===== config.mk =====
export PLATFORM = sky130hd
export DESIGN_NAME = skin_pixel_classifier_core
export DESIGN_NICKNAME = d
export VERILOG_FILES = /design/src/hw/rtl/spc_pkg.sv /design/src/hw/rtl/skin_pixel_classifier_core.sv
export SDC_FILE = /design/constraint.sdc
export NUM_CORES = 2
export LEC_CHECK = 0
export BUFFER_PORTS_ARGS = -buffer_cell sky130_fd_sc_hd__buf_2
export CORE_UTILIZATION = 40
export CTS_CLUSTER_SIZE = 10
export DETAILED_ROUTE_END_ITERATION = 7
export PLACE_DENSITY = 0.52
export SYNTH_ARGS = -nofsm -noshare
export SYNTH_HDL_FRONTEND = slang
export SYNTH_SLANG_ARGS = --single-unit

===== constraint.sdc =====
create_clock -name clock -period 9.57 [get_ports clock]
set_input_delay 0.957 -clock clock [delete_from_list [all_inputs] [get_ports clock]]
set_output_delay 0.957 -clock clock [all_outputs]
set_load 0.02 [all_outputs]

===== src/hw/rtl/spc_pkg.sv =====
// ============================================================================
// spc_pkg: shared types and constants of the skin pixel classifier.
// Fixed-point coefficients of the YCrCb conversion, the chroma line bounds,
// the RGB rule thresholds and the register map.
// ============================================================================
package spc_pkg;

   // Component width of the pixel.
   localparam int PIX_W = 8;

   // Register map of the configuration port.
   typedef enum logic [1:0] {
      CSR_HUE_LOW  = 2'd0,
      CSR_HUE_HIGH = 2'd1
   } csr_index_type;

   localparam logic [PIX_W-1:0] HUE_LOW_RESET  = 8'd25;
   localparam logic [PIX_W-1:0] HUE_HIGH_RESET = 8'd230;

   // RGB rule thresholds, daylight case.
   localparam logic [PIX_W-1:0] DAY_RED_MIN   = 8'd95;
   localparam logic [PIX_W-1:0] DAY_GREEN_MIN = 8'd40;
   localparam logic [PIX_W-1:0] DAY_BLUE_MIN  = 8'd20;
   localparam logic [PIX_W-1:0] DAY_SPREAD    = 8'd15;

   // RGB rule thresholds, flash case.
   localparam logic [PIX_W-1:0] FLASH_RED_MIN   = 8'd220;
   localparam logic [PIX_W-1:0] FLASH_GREEN_MIN = 8'd210;
   localparam logic [PIX_W-1:0] FLASH_BLUE_MIN  = 8'd170;
   localparam logic [PIX_W-1:0] FLASH_RG_MAX    = 8'd15;

   // Luma coefficients in Q14, with the rounding offset.
   localparam logic [13:0] Y_COEF_R = 14'd4899;
   localparam logic [13:0] Y_COEF_G = 14'd9617;
   localparam logic [13:0] Y_COEF_B = 14'd1868;
   localparam logic [21:0] Y_ROUND  = 22'd8192;

   // Chroma conversion in Q14: coefficient and offset of 128 plus rounding.
   localparam int CHROMA_T_W = 25;
   localparam logic signed [CHROMA_T_W-1:0] CR_COEF       = 25'sd11682;
   localparam logic signed [CHROMA_T_W-1:0] CB_COEF       = 25'sd9241;
   localparam logic signed [CHROMA_T_W-1:0] CHROMA_OFFSET = 25'sd2105344;

   // Chroma line bounds, scaled to integers.
   localparam int LINE_W = 26;
   localparam logic signed [LINE_W-1:0] CR_SCALE_FINE   = 26'sd10000;
   localparam logic signed [LINE_W-1:0] CR_SCALE_COARSE = 26'sd100;
   localparam logic signed [LINE_W-1:0] L1_SLOPE  = 26'sd15862;
   localparam logic signed [LINE_W-1:0] L1_OFFSET = 26'sd200000;
   localparam logic signed [LINE_W-1:0] L2_SLOPE  = 26'sd3448;
   localparam logic signed [LINE_W-1:0] L2_OFFSET = 26'sd762069;
   localparam logic signed [LINE_W-1:0] L3_SLOPE  = -26'sd45652;
   localparam logic signed [LINE_W-1:0] L3_OFFSET = 26'sd2345652;
   localparam logic signed [LINE_W-1:0] L4_SLOPE  = -26'sd115;
   localparam logic signed [LINE_W-1:0] L4_OFFSET = 26'sd30175;
   localparam logic signed [LINE_W-1:0] L5_SLOPE  = -26'sd22857;
   localparam logic signed [LINE_W-1:0] L5_OFFSET = 26'sd4328500;

   // Hue: numerator in degrees times spread, denominator 24 times spread.
   localparam int HUE_NUM_W = 17;
   localparam int HUE_DEN_W = 13;
   localparam int HUE_X_W   = 21;

   // Saturate a Q14 chroma sum to 0..255 after the floor shift.
   function automatic logic [PIX_W-1:0] chroma_sat(input logic signed [CHROMA_T_W-1:0] t);
      logic [CHROMA_T_W-15:0] q;
      q = t[CHROMA_T_W-1:14];
      if (t < 0) begin
         return '0;
      end else if (q > 11'd255) begin
         return 8'd255;
      end else begin
         return q[PIX_W-1:0];
      end
   endfunction

endpackage


===== src/hw/rtl/skin_pixel_classifier_core.sv =====
// ============================================================================
// skin_pixel_classifier_core: per-pixel skin classifier.
// Tests an RGB pixel against an RGB rule, a Cr/Cb line-bound rule and a hue
// band rule, and passes the pixel through when all three hold, else black.
// ============================================================================
//
//   Channel   Ports                          Direction  Transfer
//   --------  -----------------------------  ---------  -------------------------
//   request   start, busy, req_*             in         start high, busy low
//   response  rsp_valid, rsp_*               out        rsp_valid high, one cycle
//   control   csr_write_enable, csr_*        in         csr_write_enable high
//
// A pixel is taken on every clock; busy is always low. Results appear one per
// pixel, in order, after the six-stage pipeline of luma, chroma and hue
// arithmetic.
// Synchronous reset clears the stage valid bits and reloads the hue limits.
// The receiver cannot stall, so the pipeline never holds.
//
module skin_pixel_classifier_core (
   input  logic        clock,
   input  logic        reset,
   // Request channel.
   input  logic        start,
   output logic        busy,
   input  logic [7:0]  req_red,
   input  logic [7:0]  req_green,
   input  logic [7:0]  req_blue,
   // Response channel.
   output logic        rsp_valid,
   output logic        rsp_is_skin,
   output logic        rsp_rgb_rule_ok,
   output logic        rsp_chroma_rule_ok,
   output logic        rsp_hue_rule_ok,
   output logic [7:0]  rsp_masked_red,
   output logic [7:0]  rsp_masked_green,
   output logic [7:0]  rsp_masked_blue,
   // Configuration port.
   input  logic        csr_write_enable,
   input  logic [1:0]  csr_index,
   input  logic [7:0]  csr_wdata
);

   localparam int PW = spc_pkg::PIX_W;
   localparam int TW = spc_pkg::CHROMA_T_W;
   localparam int LW = spc_pkg::LINE_W;
   localparam int NW = spc_pkg::HUE_NUM_W;
   localparam int DW = spc_pkg::HUE_DEN_W;
   localparam int XW = spc_pkg::HUE_X_W;

   // The pipeline never blocks.
   assign busy = 1'b0;

   // ------------------------------------------------------------------------
   // Configuration registers.
   // ------------------------------------------------------------------------
   logic [PW-1:0] hue_low_ff, hue_low_in;
   logic [PW-1:0] hue_high_ff, hue_high_in;

   // Decode a register write; writes beyond the map are dropped.
   always_comb begin
      hue_low_in  = hue_low_ff;
      hue_high_in = hue_high_ff;
      if (csr_write_enable) begin
         unique case (csr_index)
            spc_pkg::CSR_HUE_LOW:  hue_low_in  = csr_wdata;
            spc_pkg::CSR_HUE_HIGH: hue_high_in = csr_wdata;
            default: ;
         endcase
      end
   end

   always_ff @(posedge clock) begin
      if (reset) begin
         hue_low_ff  <= spc_pkg::HUE_LOW_RESET;
         hue_high_ff <= spc_pkg::HUE_HIGH_RESET;
      end else begin
         hue_low_ff  <= hue_low_in;
         hue_high_ff <= hue_high_in;
      end
   end

   // ------------------------------------------------------------------------
   // Stage 1: luma products, channel max/min and the RGB rule.
   // ------------------------------------------------------------------------
   logic          v1_ff, v1_in;
   logic [PW-1:0] r1_ff, g1_ff, b1_ff;
   logic [PW-1:0] mx1_ff, mx1_in, mn1_ff, mn1_in;
   logic [20:0]   pr1_ff, pr1_in;
   logic [21:0]   pg1_ff, pg1_in;
   logic [18:0]   pb1_ff, pb1_in;
   logic          rgb1_ff, rgb1_in;

   always_comb begin
      logic [PW-1:0] rg;
      logic          day;
      logic          flash;
      v1_in = start & ~busy;

      mx1_in = req_red;
      if (req_green > mx1_in) mx1_in = req_green;
      if (req_blue > mx1_in) mx1_in = req_blue;
      mn1_in = req_red;
      if (req_green < mn1_in) mn1_in = req_green;
      if (req_blue < mn1_in) mn1_in = req_blue;

      pr1_in = 21'({13'd0, req_red}   * 21'(spc_pkg::Y_COEF_R));
      pg1_in = 22'({14'd0, req_green} * 22'(spc_pkg::Y_COEF_G));
      pb1_in = 19'({11'd0, req_blue}  * 19'(spc_pkg::Y_COEF_B));

      rg = (req_red > req_green) ? req_red - req_green : req_green - req_red;
      day = (req_red > spc_pkg::DAY_RED_MIN) && (req_green > spc_pkg::DAY_GREEN_MIN) &&
            (req_blue > spc_pkg::DAY_BLUE_MIN) &&
            ((mx1_in - mn1_in) > spc_pkg::DAY_SPREAD) && (rg > spc_pkg::DAY_SPREAD) &&
            (req_red > req_green) && (req_red > req_blue);
      flash = (req_red > spc_pkg::FLASH_RED_MIN) && (req_green > spc_pkg::FLASH_GREEN_MIN) &&
              (req_blue > spc_pkg::FLASH_BLUE_MIN) && (rg <= spc_pkg::FLASH_RG_MAX) &&
              (req_red > req_blue) && (req_green > req_blue);
      rgb1_in = day | flash;
   end

   // ------------------------------------------------------------------------
   // Stage 2: luma sum and hue numerator/denominator.
   // ------------------------------------------------------------------------
   logic          v2_ff;
   logic [PW-1:0] r2_ff, g2_ff, b2_ff;
   logic          rgb2_ff;
   logic [PW-1:0] y2_ff, y2_in;
   logic [NW-1:0] num2_ff, num2_in;
   logic [DW-1:0] den2_ff, den2_in;
   logic          grey2_ff, grey2_in;

   always_comb begin
      logic [21:0]        ysum;
      logic [PW-1:0]      d;
      logic signed [19:0] rs, gs, bs, ds, n;
      ysum = 22'(pr1_ff) + pg1_ff + 22'(pb1_ff) + spc_pkg::Y_ROUND;
      y2_in = ysum[21:14];

      d  = mx1_ff - mn1_ff;
      rs = $signed({12'd0, r1_ff});
      gs = $signed({12'd0, g1_ff});
      bs = $signed({12'd0, b1_ff});
      ds = $signed({12'd0, d});
      // Numerator in degrees times spread, selected by the largest channel.
      if (d == '0) begin
         n = '0;
      end else if (mx1_ff == r1_ff) begin
         n = 20'sd60 * (gs - bs);
         if (n < 0) n = n + 20'sd360 * ds;
      end else if (mx1_ff == g1_ff) begin
         n = 20'sd60 * (bs - rs) + 20'sd120 * ds;
      end else begin
         n = 20'sd60 * (rs - gs) + 20'sd240 * ds;
      end
      num2_in  = n[NW-1:0];
      den2_in  = DW'({5'd0, d} * 13'd24);
      grey2_in = (d == '0);
   end

   // ------------------------------------------------------------------------
   // Stage 3: chroma products and hue limit products.
   // The scaled hue is floor(17 N / 24 d); it is below a limit L exactly when
   // 17 N < L * 24 d, so the limits are scaled instead of dividing.
   // ------------------------------------------------------------------------
   logic                 v3_ff;
   logic [PW-1:0]        r3_ff, g3_ff, b3_ff;
   logic                 rgb3_ff;
   logic signed [TW-1:0] tcr3_ff, tcr3_in, tcb3_ff, tcb3_in;
   logic [XW-1:0]        x3_ff, x3_in, lo3_ff, lo3_in;
   logic [XW:0]          hi3_ff, hi3_in;
   logic                 grey3_ff;

   always_comb begin
      logic signed [TW-1:0] dcr, dcb;
      logic [PW:0]          high_p1;
      dcr = $signed({17'd0, r2_ff}) - $signed({17'd0, y2_ff});
      dcb = $signed({17'd0, b2_ff}) - $signed({17'd0, y2_ff});
      tcr3_in = dcr * spc_pkg::CR_COEF + spc_pkg::CHROMA_OFFSET;
      tcb3_in = dcb * spc_pkg::CB_COEF + spc_pkg::CHROMA_OFFSET;

      high_p1 = {1'b0, hue_high_ff} + 9'd1;
      x3_in  = XW'({4'd0, num2_ff} * 21'd17);
      lo3_in = XW'({13'd0, hue_low_ff} * {8'd0, den2_ff});
      hi3_in = (XW+1)'({13'd0, high_p1} * {9'd0, den2_ff});
   end

   // ------------------------------------------------------------------------
   // Stage 4: saturated Cr/Cb and the hue rule.
   // ------------------------------------------------------------------------
   logic          v4_ff;
   logic [PW-1:0] r4_ff, g4_ff, b4_ff;
   logic          rgb4_ff;
   logic [PW-1:0] cr4_ff, cr4_in, cb4_ff, cb4_in;
   logic          hue4_ff, hue4_in;

   always_comb begin
      cr4_in = spc_pkg::chroma_sat(tcr3_ff);
      cb4_in = spc_pkg::chroma_sat(tcb3_ff);
      // A grey pixel has hue zero.
      if (grey3_ff) begin
         hue4_in = (hue_low_ff != '0);
      end else begin
         hue4_in = (x3_ff < lo3_ff) || ({1'b0, x3_ff} >= hi3_ff);
      end
   end

   // ------------------------------------------------------------------------
   // Stage 5: both sides of the five chroma line bounds.
   // ------------------------------------------------------------------------
   logic                 v5_ff;
   logic [PW-1:0]        r5_ff, g5_ff, b5_ff;
   logic                 rgb5_ff, hue5_ff;
   logic signed [LW-1:0] c4_5_ff, c4_5_in, c100_5_ff, c100_5_in;
   logic signed [LW-1:0] rhs1_ff, rhs1_in, rhs2_ff, rhs2_in, rhs3_ff, rhs3_in;
   logic signed [LW-1:0] rhs4_ff, rhs4_in, rhs5_ff, rhs5_in;

   always_comb begin
      logic signed [LW-1:0] crs, cbs;
      crs = $signed({18'd0, cr4_ff});
      cbs = $signed({18'd0, cb4_ff});
      c4_5_in   = crs * spc_pkg::CR_SCALE_FINE;
      c100_5_in = crs * spc_pkg::CR_SCALE_COARSE;
      rhs1_in   = spc_pkg::L1_SLOPE * cbs + spc_pkg::L1_OFFSET;
      rhs2_in   = spc_pkg::L2_SLOPE * cbs + spc_pkg::L2_OFFSET;
      rhs3_in   = spc_pkg::L3_SLOPE * cbs + spc_pkg::L3_OFFSET;
      rhs4_in   = spc_pkg::L4_SLOPE * cbs + spc_pkg::L4_OFFSET;
      rhs5_in   = spc_pkg::L5_SLOPE * cbs + spc_pkg::L5_OFFSET;
   end

   // ------------------------------------------------------------------------
   // Stage 6: chroma compare, combined decision and the output register.
   // ------------------------------------------------------------------------
   logic          rsp_valid_ff;
   logic          skin_ff, skin_in;
   logic          rgb6_ff, hue6_ff;
   logic          chroma_ff, chroma_in;
   logic [PW-1:0] mr_ff, mr_in, mg_ff, mg_in, mb_ff, mb_in;

   always_comb begin
      chroma_in = (c4_5_ff <= rhs1_ff) && (c4_5_ff >= rhs2_ff) && (c4_5_ff >= rhs3_ff) &&
                  (c100_5_ff <= rhs4_ff) && (c4_5_ff <= rhs5_ff);
      skin_in = rgb5_ff & hue5_ff & chroma_in;
      mr_in   = skin_in ? r5_ff : '0;
      mg_in   = skin_in ? g5_ff : '0;
      mb_in   = skin_in ? b5_ff : '0;
   end

   // Valid bits travel with the data.
   always_ff @(posedge clock) begin
      if (reset) begin
         v1_ff        <= 1'b0;
         v2_ff        <= 1'b0;
         v3_ff        <= 1'b0;
         v4_ff        <= 1'b0;
         v5_ff        <= 1'b0;
         rsp_valid_ff <= 1'b0;
      end else begin
         v1_ff        <= v1_in;
         v2_ff        <= v1_ff;
         v3_ff        <= v2_ff;
         v4_ff        <= v3_ff;
         v5_ff        <= v4_ff;
         rsp_valid_ff <= v5_ff;
      end
   end

   // Payload registers of all stages.
   always_ff @(posedge clock) begin
      r1_ff <= req_red;
      g1_ff <= req_green;
      b1_ff <= req_blue;
      mx1_ff  <= mx1_in;
      mn1_ff  <= mn1_in;
      pr1_ff  <= pr1_in;
      pg1_ff  <= pg1_in;
      pb1_ff  <= pb1_in;
      rgb1_ff <= rgb1_in;

      r2_ff    <= r1_ff;
      g2_ff    <= g1_ff;
      b2_ff    <= b1_ff;
      rgb2_ff  <= rgb1_ff;
      y2_ff    <= y2_in;
      num2_ff  <= num2_in;
      den2_ff  <= den2_in;
      grey2_ff <= grey2_in;

      r3_ff    <= r2_ff;
      g3_ff    <= g2_ff;
      b3_ff    <= b2_ff;
      rgb3_ff  <= rgb2_ff;
      tcr3_ff  <= tcr3_in;
      tcb3_ff  <= tcb3_in;
      x3_ff    <= x3_in;
      lo3_ff   <= lo3_in;
      hi3_ff   <= hi3_in;
      grey3_ff <= grey2_ff;

      r4_ff   <= r3_ff;
      g4_ff   <= g3_ff;
      b4_ff   <= b3_ff;
      rgb4_ff <= rgb3_ff;
      cr4_ff  <= cr4_in;
      cb4_ff  <= cb4_in;
      hue4_ff <= hue4_in;

      r5_ff     <= r4_ff;
      g5_ff     <= g4_ff;
      b5_ff     <= b4_ff;
      rgb5_ff   <= rgb4_ff;
      hue5_ff   <= hue4_ff;
      c4_5_ff   <= c4_5_in;
      c100_5_ff <= c100_5_in;
      rhs1_ff   <= rhs1_in;
      rhs2_ff   <= rhs2_in;
      rhs3_ff   <= rhs3_in;
      rhs4_ff   <= rhs4_in;
      rhs5_ff   <= rhs5_in;

      skin_ff   <= skin_in;
      rgb6_ff   <= rgb5_ff;
      hue6_ff   <= hue5_ff;
      chroma_ff <= chroma_in;
      mr_ff     <= mr_in;
      mg_ff     <= mg_in;
      mb_ff     <= mb_in;
   end

   // Response ports.
   assign rsp_valid          = rsp_valid_ff;
   assign rsp_is_skin        = skin_ff;
   assign rsp_rgb_rule_ok    = rgb6_ff;
   assign rsp_chroma_rule_ok = chroma_ff;
   assign rsp_hue_rule_ok    = hue6_ff;
   assign rsp_masked_red     = mr_ff;
   assign rsp_masked_green   = mg_ff;
   assign rsp_masked_blue    = mb_ff;

endmodule


# After elaboration in Yosys (flattened, before gate mapping)
# Cells that the tools add are included.
[word_totals] elab_cells=172 mem_bits_ro=0 mem_bits_rw=0 n_memories=0 regBits=580 out_inout_bits=30 in_bits=38 latchBits=0
[classes] div_mod_pow=0 shifts=0 bitwise=3 n_mul=22 mux=11 n_addsub=23 n_eq_ne=3 reduce_logical=21 magnitude_cmp=28
[ops] operator="8-bit 2-to-1 mux" count=7
[ops] operator="17-bit 2-to-1 mux" count=3
[ops] operator="24-bit by 23-bit adder with 25-bit output (second input constant)" count=2
[ops] operator="25-bit by 1-bit less-than comparator with 1-bit output (second input constant)" count=2
[ops] operator="8-bit by 8-bit subtractor with 9-bit output" count=5
[ops] operator="5-bit by 9-bit multiplier with 14-bit output (first input constant)" count=3
[ops] operator="8-bit greater-than comparator" count=5
[ops] operator="16-bit by 17-bit adder with 17-bit output" count=2
[ops] operator="8-bit subtractor" count=4
[ops] operator="25-bit by 24-bit adder with 26-bit output (second input constant)" count=1
[ops] operator="26-bit by 23-bit adder with 26-bit output (second input constant)" count=1
[ops] operator="26-bit by 22-bit greater-or-equal comparator with 1-bit output" count=1
[ops] operator="26-bit greater-or-equal comparator" count=1
[ops] operator="26-bit by 18-bit less-or-equal comparator with 1-bit output" count=1
[ops] operator="26-bit by 24-bit less-or-equal comparator with 1-bit output" count=1
[ops] operator="26-bit less-or-equal comparator" count=1
[ops] operator="16-bit by 9-bit multiplier with 25-bit output (first input constant)" count=1
[ops] operator="8-bit greater-than comparator (second input constant)" count=3
[ops] operator="15-bit by 9-bit multiplier with 24-bit output (first input constant)" count=1
[ops] operator="4-bit by 8-bit multiplier with 12-bit output (first input constant)" count=2
[ops] operator="9-bit by 15-bit multiplier with 24-bit output (second input constant)" count=1
[ops] operator="22-bit by 18-bit adder with 23-bit output (second input constant)" count=1
[ops] operator="9-bit by 14-bit multiplier with 23-bit output (second input constant)" count=1
[ops] operator="21-bit by 22-bit adder with 22-bit output" count=1
[ops] operator="other kinds (40)" count=60

# Logic depth before layout (Yosys ltp)
[depth] word_depth=11 mapped_depth=32 depth_no_buf=32

# Worst setup path before layout
# OpenSTA, ideal clock, no wires.
[synth_timing] path_type="register to register" start="register r2_ff[0]" end="register tcr3_ff[23]" n_path_buf=0 setup_slack_ps=3069 required_ps=9483 synth_period_minus_slack_ps=6501 path_stages_with_launch=32 t_arrival_ps=6414 setup_time_ps=87 path_cell_list="dfxtp_1 -> inv_1 -> ha_1 -> inv_1 -> fa_1 -> a21o_1 -> a21oi_2 -> o21bai_1 -> a21oi_1 -> nor2b_1 -> o21ai_0 -> nand2b_1 -> inv_1 -> ha_1 -> inv_1 -> fa_1 -> inv_1 -> fa_1 -> inv_1 -> fa_1 -> inv_1 -> ha_1 -> ha_1 -> a21oi_1 -> nor2b_1 -> o31ai_2 -> a211oi_1 -> or3_1 -> xnor2_1 -> o31ai_1 -> xor2_1 -> o31ai_1"
[synth_between] elab_chain_len=3
[synth_rtl] element="start: declaration" line="skin_pixel_classifier_core.sv:125" source="logic [PW-1:0] r2_ff, g2_ff, b2_ff;"
[synth_rtl] element="start signal: assignment" line="skin_pixel_classifier_core.sv:279" source="r2_ff <= r1_ff;"
[synth_rtl] element="8-bit by 8-bit subtractor with 9-bit output" line="skin_pixel_classifier_core.sv:176" source="dcr = $signed({17'd0, r2_ff}) - $signed({17'd0, y2_ff});"
[synth_rtl] element="9-bit by 14-bit multiplier with 23-bit output" line="skin_pixel_classifier_core.sv:178" source="tcr3_in = dcr * spc_pkg::CR_COEF + spc_pkg::CHROMA_OFFSET;"
[synth_rtl] element="24-bit by 23-bit adder with 25-bit output" line="skin_pixel_classifier_core.sv:178"
[synth_rtl] element="via tcr3_in[23]" line="skin_pixel_classifier_core.sv:168" source="logic signed [TW-1:0] tcr3_ff, tcr3_in, tcb3_ff, tcb3_in;"
[synth_rtl] element="end signal: assignment" line="skin_pixel_classifier_core.sv:292" source="tcr3_ff <= tcr3_in;"
[synth_rtl] element="end: declaration" line="skin_pixel_classifier_core.sv:168"
# The timed path passes the listed nets, and every way through them passes these cells.
# A chain may end at the register's enable or synchronous reset.

# Worst setup path after layout
[layout_timing] start="register b1_ff[0]" end="register num2_ff[16]"
[layout_between] elab_chain_len=5 word_cells_on_any_way=10 classes_between="4 x add/sub; 2 x mul; 1 x order compare; 3 x mux"
[layout_rtl] element="start: declaration" line="skin_pixel_classifier_core.sv:86" source="logic [PW-1:0] r1_ff, g1_ff, b1_ff;"
[layout_rtl] element="start signal: assignment" line="skin_pixel_classifier_core.sv:271" source="b1_ff <= req_blue;"
[layout_rtl] element="8-bit by 8-bit subtractor with 9-bit output, on equally long branches" line="skin_pixel_classifier_core.sv:148, skin_pixel_classifier_core.sv:151"
[layout_rtl] element="5-bit by 9-bit multiplier with 14-bit output, on equally long branches" line="skin_pixel_classifier_core.sv:148, skin_pixel_classifier_core.sv:151"
[layout_rtl] element="16-bit by 17-bit adder with 17-bit output, or another cell as far along" line="skin_pixel_classifier_core.sv:149" source="if (n < 0) n = n + 20'sd360 * ds;"
[layout_rtl] element="17-bit 2-to-1 mux, on equally long branches" line="skin_pixel_classifier_core.sv:149, skin_pixel_classifier_core.sv:150"
[layout_rtl] element="17-bit 2-to-1 mux *" line="skin_pixel_classifier_core.sv:147" source="end else if (mx1_ff == r1_ff) begin"
[layout_rtl] element="end signal: assignment" line="skin_pixel_classifier_core.sv:284" source="num2_ff <= num2_in;"
[layout_rtl] element="end: declaration" line="skin_pixel_classifier_core.sv:128" source="logic [NW-1:0] num2_ff, num2_in;"
# Mark *: on every way between the ends. The rest lies on a longest branch, timed or not.

==> flow_metrics.env <==
export IMPL_status="completed"
export IMPL_tightest_slew_ps=1070
export IMPL_timing_fmax_mhz=139
export IMPL_hp_class="reg2reg"
export IMPL_area_growth_synth_to_final_pct=8.94
export IMPL_ys_async_sr_fraction_pct=0
export IMPL_post_synth_num_cell_types=91
export IMPL_clk_latency_ps=650
export IMPL_path_class="reg2reg"
export IMPL_fill_cells=12600
export IMPL_multi_input_area_sq_mm=0.0376
export IMPL_crit_start="b1_ff[0]"
export IMPL_layout_common_cells="ha_1 (1,106), inv_1 (1,044), dfxtp_1 (507)"
export IMPL_synthCells=5489
export IMPL_grt_overflow=0
export IMPL_rr_startpoint="b1_ff[0]"
export IMPL_final_common_cell="ha_1"
export IMPL_min_delay_start="g4_ff[0]"
export IMPL_cts_repair_resized=0
export IMPL_antenna_found_initial=6
export IMPL_ant_nets=0
export IMPL_setup_violations=0
export IMPL_critPathCaptureType="flop"
export IMPL_first_pass_iters=5
export IMPL_io_buffers=66
export IMPL_synthesis_area_sq_mm=0.0518
export IMPL_vias_per_cell=4.89
export IMPL_ff_latch_area_sq_mm=0.0101
export IMPL_finalNetCount=7211
export IMPL_fin_crit_sh_pct=75.0
export IMPL_critPathLaunchType="flop"
export IMPL_grt_pass1_vias=37100
export IMPL_initial_core_util_pct=40.5
export IMPL_die_area_sq_mm=0.131
export IMPL_clockBufferDepth=3
export IMPL_slew_viol_final=0
export IMPL_hold_viol_final=0
export IMPL_postSynthAreaPerCell_sq_um=9.44
export IMPL_ioPinCount=68
export IMPL_gp_congestion=0.887
export IMPL_dp_hpwl_microns=110000
export IMPL_root_buffer="clkbuf_16"
export IMPL_max_slew_margin_rel_pct=27.8
export IMPL_cts_buffers=67
export IMPL_num_rows=131
export IMPL_die_height_microns=362
export IMPL_drt_iter0_markers=1648
export IMPL_cap_viol_max_count=0
export IMPL_cts_tree="built"
export IMPL_crit_fanout=14
export IMPL_cts_hold_buf=0
export IMPL_post_route_drc_count=0
export IMPL_wl_per_cell_microns=17.7
export IMPL_synth_edf_count=0
export IMPL_syn_nets=7093
export IMPL_clkSinkCount=507
export IMPL_via_count=36100
export IMPL_htree_levels=3
export IMPL_finalCriticalPeriod_ps=7180
export IMPL_ys_seq_elements=507
export IMPL_clkTransAtPathRegs_ps=60
export IMPL_grt_pass1_wl_microns=209000
export IMPL_grt_usage_pct=20.5
export IMPL_skew_ps=31.4
export IMPL_rsz0062_at_grt="false"
export IMPL_drive_gt1_share_pct=4.32
export IMPL_yosys_warnings=0
export IMPL_post_cts_buffers=0
export IMPL_cp_required_ps=10150
export IMPL_ys_flop_type="dfxtp_1"
export IMPL_drt_wl_total_microns=131000
export IMPL_grt_max_degree=30
export IMPL_die_x_microns=362
export IMPL_seq_area_frac_synth_pct=19.6
export IMPL_fp_coreArea_sq_mm=0.128
export IMPL_critical_path_arrival_ps=7760
export IMPL_setup_tns_final_ps=0
per-stage QoR:
stage	hold WS (ps)	area (sq um)	setup slack, ps	util, %	instances
floorplan	310	51800	3070	-	5489
global placement	311	54400	2350	42.5	7267
detailed placement	312	54400	2380	42.5	7267
CTS	302	56500	2370	44.1	7372
global route	317	56500	1780	44.1	7372
finish	313	56500	2390	44.1	7376
final timing paths:
check	endpoint	slack, ps	cells after the start
max	num2_ff[16]	2390	27
min	g5_ff[0]	310	0
max reg2reg	num2_ff[16]	2390	27
min reg2reg	g5_ff[0]	310	0
layout make-up:
class	instances	area share, %
inverters	1048	6.97
flip-flops and latches	507	18.0
repair buffers	97	0.997
clock inverters	18	0.412
multi-input cells	3886	66.5
clock buffers	87	3.26
well taps	1729	3.83
diodes	4	0.0177
cells in the mapped netlist, drive strengths merged (62+ instances only):
cell	n	area share, %
a21o	114	1.7
xor2	130	2.2
nor2	285	2.1
ha	1106	27
o21ai	175	1.7
nand2	263	1.9
a21oi	260	2.5
fa	460	18
and2	87	1.1
xnor2	269	4.5
nor2b	68	0.82
nor3	62	0.60
dfxtp	507	20
inv	1047	7.6
sequential cells by signal, summed over array words and instances, names as in the netlist, 10 cells and up:
name and cells:
rhs5_ff 26, rhs3_ff 23, pg1_ff 22, pr1_ff 21
rhs1_ff 20, hi3_ff 19, x3_ff 19, lo3_ff 18
rhs2_ff 17, rhs4_ff 17, pb1_ff 16, c4_5_ff 15
num2_ff 15, c100_5_ff 13, tcb3_ff 11, tcr3_ff 11
den2_ff 10
layer usage:
layer | up-vias | routed length, microns | track usage (%)
met5 | - | 0 | 0
met4 | 0 | 2960 | 5.68
met3 | 134 | 5320 | 2.56
met2 | 509 | 58400 | 32.7
met1 | 17100 | 64100 | 28.9
li1 | 18300 | - | -
worst max-delay path: stages, from the launching register on:
cell and delay (ps):
dfxtp_1 410, ha_1 200, inv_1 50, fa_1 400, a21o_1 190, a21oi_1 220, o21bai_1 90, a21oi_1 220
xnor2_1 310, inv_1 270, fa_1 550, fa_1 510, inv_1 40, ha_1 330, o21a_1 140, nor2_1 40
o31ai_1 280, and2_1 230, nor2b_1 60, a311oi_1 410, nand2_1 540, ha_1 550, nand2_1 70, o41ai_1 330
xnor2_1 110, a211oi_1 340, a31oi_1 70, o22ai_1 170
cell families (layout without fill, tap and decap cells):
logic type	after synthesis	count (layout)	share of synthesized area [%]
muxes	45	45	0.893
buffers and inverters	1096	1250	7.96
AOI/OAI and AO/OA	875	875	11.0
and+or+nand+nor	996	996	9.21
DFF	507	507	19.6
xor gates and xnor gates	401	401	6.83
adders and majority gates	1568	1568	44.5
other	1	5	0.00723
Power is left out: the tool's default activity adds up to more than one toggle a clock period on the data nets, which glitch-free logic cannot reach.
